## src/rtl/core/sdtw_pkg.sv

```systemverilog
package sdtw_pkg;

	localparam int ACC_W   = 48;
	localparam int COST_W  = 32;
	localparam int WGT_W   = 17;
	localparam int CNT_W   = 17;
	localparam int PADDR_W = 4;
	localparam int MUL_A_W = 40;
	localparam int MUL_B_W = 17;
	localparam int MUL_W   = MUL_A_W + MUL_B_W;
	localparam int ZSUM_W  = 18;
	localparam int DIVD_W  = 33;
	localparam int DIV_STEPS = 4;
	localparam int DIV_CYCLES = 9;
	localparam int DIV_PAD_W = DIV_STEPS * DIV_CYCLES;

	localparam logic signed [ACC_W-1:0] ACC_INF = {1'b0, {(ACC_W-1){1'b1}}};
	localparam logic [MUL_B_W-1:0] LOG2E_Q16 = 17'd94548;
	localparam logic [MUL_B_W-1:0] LN2_Q16   = 17'd45426;
	localparam logic [ZSUM_W-1:0]  ONE_Q16   = 18'd65536;

	localparam logic [1:0] REG_ROW_COUNT = 2'd0;
	localparam logic [1:0] REG_COL_COUNT = 2'd1;
	localparam logic [1:0] REG_SHARPNESS = 2'd2;

	typedef enum logic [4:0] {
		ST_IDLE,
		ST_FETCH,
		ST_MIN,
		ST_DIFF,
		ST_MUL_N,
		ST_MUL_E,
		ST_MUL_IDX,
		ST_EXP_TAB,
		ST_EXP,
		ST_LN_MUL,
		ST_LN_TAB,
		ST_LN_SCALE,
		ST_SOFT_DIV,
		ST_SOFT_WAIT,
		ST_WT_DIV,
		ST_WT_WAIT,
		ST_DONE
	} state_t;

	typedef enum logic [2:0] {
		MUL_NONE,
		MUL_DN,
		MUL_LOG2E,
		MUL_IDX,
		MUL_LNF,
		MUL_LN2
	} mul_sel_t;

	// Bitwise integer square root, used only while building the power table.
	function automatic logic [63:0] isqrt64(input logic [63:0] v_in);
		logic [63:0] v;
		logic [63:0] r;
		logic [63:0] bm;
		v  = v_in;
		r  = '0;
		bm = 64'h4000_0000_0000_0000;
		for (int i = 0; i < 32; i++) begin
			if (bm > v) begin
				bm = bm >> 2;
			end
		end
		for (int i = 0; i < 32; i++) begin
			if (bm != 64'd0) begin
				if (v >= r + bm) begin
					v = v - (r + bm);
					r = (r >> 1) + bm;
				end else begin
					r = r >> 1;
				end
				bm = bm >> 2;
			end
		end
		return r;
	endfunction

endpackage

```

## src/rtl/core/sdtw_div.sv

```systemverilog
module sdtw_div
	import sdtw_pkg::*;
(
	input  logic              clk,
	input  logic              arst_n,
	input  logic              start,
	input  logic [DIVD_W-1:0] dividend,
	input  logic [ZSUM_W-1:0] divisor,
	output logic              busy,
	output logic              done,
	output logic [WGT_W-1:0]  quotient
);

	logic [DIV_PAD_W-1:0] quo_q;
	logic [ZSUM_W:0]      rem_q;
	logic [ZSUM_W-1:0]    den_q;
	logic [3:0]           cnt_q;
	logic                 busy_q;
	logic                 done_q;
	logic [DIV_PAD_W-1:0] quo_nxt;
	logic [ZSUM_W:0]      rem_nxt;

	// Four restoring steps per cycle while busy.
	always_comb begin
		quo_nxt = quo_q;
		rem_nxt = rem_q;
		for (int s = 0; s < DIV_STEPS; s++) begin
			rem_nxt = {rem_nxt[ZSUM_W-1:0], quo_nxt[DIV_PAD_W-1]};
			quo_nxt = {quo_nxt[DIV_PAD_W-2:0], 1'b0};
			if (rem_nxt >= {1'b0, den_q}) begin
				rem_nxt    = rem_nxt - {1'b0, den_q};
				quo_nxt[0] = 1'b1;
			end
		end
	end

	always_ff @(posedge clk or negedge arst_n) begin
		if (!arst_n) begin
			busy_q <= 1'b0;
			done_q <= 1'b0;
			cnt_q  <= '0;
		end else begin
			done_q <= 1'b0;
			if (start) begin
				busy_q <= 1'b1;
				cnt_q  <= 4'(DIV_CYCLES);
			end else if (busy_q) begin
				cnt_q <= cnt_q - 4'd1;
				if (cnt_q == 4'd1) begin
					busy_q <= 1'b0;
					done_q <= 1'b1;
				end
			end
		end
	end

	always_ff @(posedge clk) begin
		if (start) begin
			quo_q <= DIV_PAD_W'(dividend);
			rem_q <= '0;
			den_q <= divisor;
		end else if (busy_q) begin
			quo_q <= quo_nxt;
			rem_q <= rem_nxt;
		end
	end

	assign busy     = busy_q;
	assign done     = done_q;
	assign quotient = quo_q[WGT_W-1:0];

endmodule

```

## config.mk

```make
export PLATFORM = sky130hd
export DESIGN_NAME = sdtw_div
export DESIGN_NICKNAME = d
export VERILOG_FILES = /design/src/rtl/core/sdtw_pkg.sv /design/src/rtl/core/sdtw_div.sv
export SDC_FILE = /design/constraint.sdc
export NUM_CORES = 1
export LEC_CHECK = 0
export BUFFER_PORTS_ARGS = -buffer_cell sky130_fd_sc_hd__buf_2
export CORE_MARGIN = 5
export CORE_UTILIZATION = 40
export CTS_BUF_LIST = sky130_fd_sc_hd__clkbuf_16
export CTS_CLUSTER_SIZE = 25
export DETAILED_ROUTE_END_ITERATION = 10
export GPL_TIMING_DRIVEN = 0
export RECOVER_POWER = 100
export SETUP_SLACK_MARGIN = 0.1
export SLEW_MARGIN = 0
export SYNTH_ARGS = -nofsm -noshare
export SYNTH_HDL_FRONTEND = slang
export SYNTH_SLANG_ARGS = --single-unit
```

## constraint.sdc

```tcl
create_clock -name clk -period 18.05 [get_ports clk]
set_input_delay 1.805 -clock clk [delete_from_list [all_inputs] [get_ports clk]]
set_output_delay 1.805 -clock clk [all_outputs]
set_load 0.05 [all_outputs]
```

==> reports/metrics.yaml <==
global_route:
  grt_start_max_net_pins: 35
  grt_usage_pct: 18.8
  grt_pass1_wl_mm: 32.2
  antenna_found_initial: 0
  first_global_vias: 6152
  overflow: 0
clocking:
  clk_pin_slew_ps: 70
  cts_resized: 0
  numCtsBuffers: 9
  cts_tree: "yes"
  clk_latency_ps: 340
  clock_sinks: 78
  h-tree-depth: 3
  clockBufferDepth: 2
  postCtsSetupRepairBufs: 0
  postCtsHoldBufs: 0
  clockRootBuffer: "clkbuf_16"
routing:
  routedWlPerCell_um: 18.2
  drt_wl_total_mm: 20.5
  drt_first_pass_iters: 5
  postRouteAntennaNets: 0
  drtIter0Drc: 467
  vias_per_cell: 5.68
  route.vias.total: 6412
  drc_errors: 0
run:
  drv_cap: 1
setup_path:
  cp_slowest_stage_delay_ps: 760
  path_common_cell: "ha_1"
  reg2reg_from: "den_q[1]"
  cp_max_fo: 10
  rrSetupSlack_ps: 3690
  cp-end-kind: "flip-flop"
  crit_path_start: "den_q[1]"
  critPathKind: "flip-flop to flip-flop"
  crit_path_start_kind: "flip-flop"
  crit_path_end: "rem_q[11]"
  reg2reg_to: "rem_q[11]"
  reg2reg_depth: 42
  critPathArrivalTime_ps: 14570
  crit_required_ps: 18260
  crit_slowest_cell: "a2111oi_0"
finish:
  final_util_pct: 45.5
  finalNonFillerCells: 1129
  final_cell_mix: "ha_1, nor2_1, nand2_1"
  finalNetCount: 1027
  layout-drive-gt1-share_pct: 17.3
  n_antenna_cell: 0
  n_fill_cell: 1759
  area_growth_pct: 11.3
  final_common_cell: "ha_1"
  final_area_mm2: 0.00824
floorplan:
  start_util_pct: 40.9
  die_w_um: 146
  rows: 49
  die_y_um: 146
  die_area_mm2: 0.0213
  core_area_mm2: 0.0181
  pin_count: 73
yosys:
  syn_avg_cell_area_um2: 9.11
  yosysSeqAreaShare_pct: 28.4
  synth_top_area_cell: "edfxtp_1"
  syn_area_mm2: 0.00740
  synthFlopType: "edfxtp_1"
  ys_types: 78
  synth_top_area_share_pct: 20.7
  synth_enable_flop_cells: 51
  syn_inst: 812
  ys_ff_latch: 78
  ys_warn_count: 0
  syn_nets: 944
  yosys-top-cells-area: "edfxtp_1, ha_1, mux2_2"
  async_flop_share_pct: 7.69
min_path:
  worstHoldPathType: "flip-flop to flip-flop"
sta:
  tns_ps: 0
  min_period_ps: 14360
  finalHoldViolCount: 0
  setup_viol: 0
  fin_crit_sh_pct: 79.6
  rsz0062_at_grt: "false"
  drv_slew: 35
  max_freq_mhz: 69.6
  worstMarginPinSlew_ps: 2460
  slew_headroom_pct: -64.1
  clock_skew_ps: 6.51
place:
  place_inst: 1113
  dp_hpwl_mm: 16.7
  gp_congestion: 0.936
  portBuffers: 72
  postPlaceCellArea_mm2: 0.00805
run_status:
  violations: "max-capacitance violations, max-slew violations"
  status: "finished with violations"
cell usage after synthesis (19+ instances only):
cell type,count
ha_1,74
nor2_1,62
nand2_1,59
a21oi_1,56
mux2_2,56
edfxtp_1,51
inv_1,51
o21ai_0,38
xnor2_1,37
dfxtp_1,21
nor3_1,20
a21o_1,19
registers in the layout, indices dropped and copies added, names as in the netlist:
signal  cells
cnt_q       4
busy        1
rem_q      18
quo_q      36
done        1
den_q      18
through the flow:
| step | hold WS, ps | setup WS [ps] |
|---|---|---|
| 6_report | 502 | 3690 |
| 5_1_grt | 528 | 2820 |
| 4_1_cts | 506 | 5730 |
| 3_5_place_dp | 484 | 5800 |
| 3_3_place_gp | 479 | 5900 |
| 2_1_floorplan | 456 | 8190 |
worst min-delay path by stage:
stage                         start   endpoint  slack [ps]  cells after the start
after floorplan           quo_q[29]  quo_q[33]         460                      2
after global placement    quo_q[34]  quo_q[34]         480                      2
after detailed placement  quo_q[33]  quo_q[33]         480                      2
after CTS                 quo_q[33]  quo_q[33]         510                      2
after global routing      quo_q[34]  quo_q[34]         530                      2
final                     quo_q[34]  quo_q[34]         500                      2
layout make-up:
| cell class | instances | area [um^2] | area share, % |
|---|---|---|---|
| well taps | 229 | 287 | 3.48 |
| multi-input cells | 645 | 4830 | 58.7 |
| inverters | 52 | 195 | 2.37 |
| flip-flops and latches | 78 | 2100 | 25.5 |
| plain buffers | 37 | 206 | 2.51 |
| repair buffers | 72 | 334 | 4.06 |
| clock buffers | 9 | 225 | 2.73 |
| clock inverters | 7 | 56.3 | 0.684 |
routing by layer:
metal	part of all wire (%)	track usage (%)	vias to the layer above	wire, um
met5	0	0	-	0
met4	1.7	5.64	0	343
met3	6.1	2.55	26	1250
met2	45	29.1	201	9150
met1	48	27.4	3015	9750
li1	-	-	3170	-
cells by family (layout without fill, tap and decap cells):
| kind of cell | count (synthesis) | after routing | share of synthesized area [%] |
|---|---|---|---|
| XOR/XNOR | 53 | 53 | 6.27 |
| flip-flops | 78 | 78 | 28.4 |
| AO/OA/AOI/OAI | 214 | 214 | 19.8 |
| AND/OR/NAND/NOR | 225 | 225 | 15.2 |
| multiplexers | 75 | 75 | 11.2 |
| buffers and inverters | 89 | 177 | 5.60 |
| adder cells (fa/ha/maj) | 78 | 78 | 13.6 |
worst max-delay path: cells and delay by family (launching register included):
kind | cells | cell delay [ps]
simple gates | 8 | 2650
buf+inv | 6 | 2040
fa+ha+maj | 4 | 1320
flops | 1 | 510
compound gates | 21 | 6540
mux | 3 | 1140
Power is not shown: default switching activity piles up to over one toggle a cycle in this logic, so the estimate is an artifact.
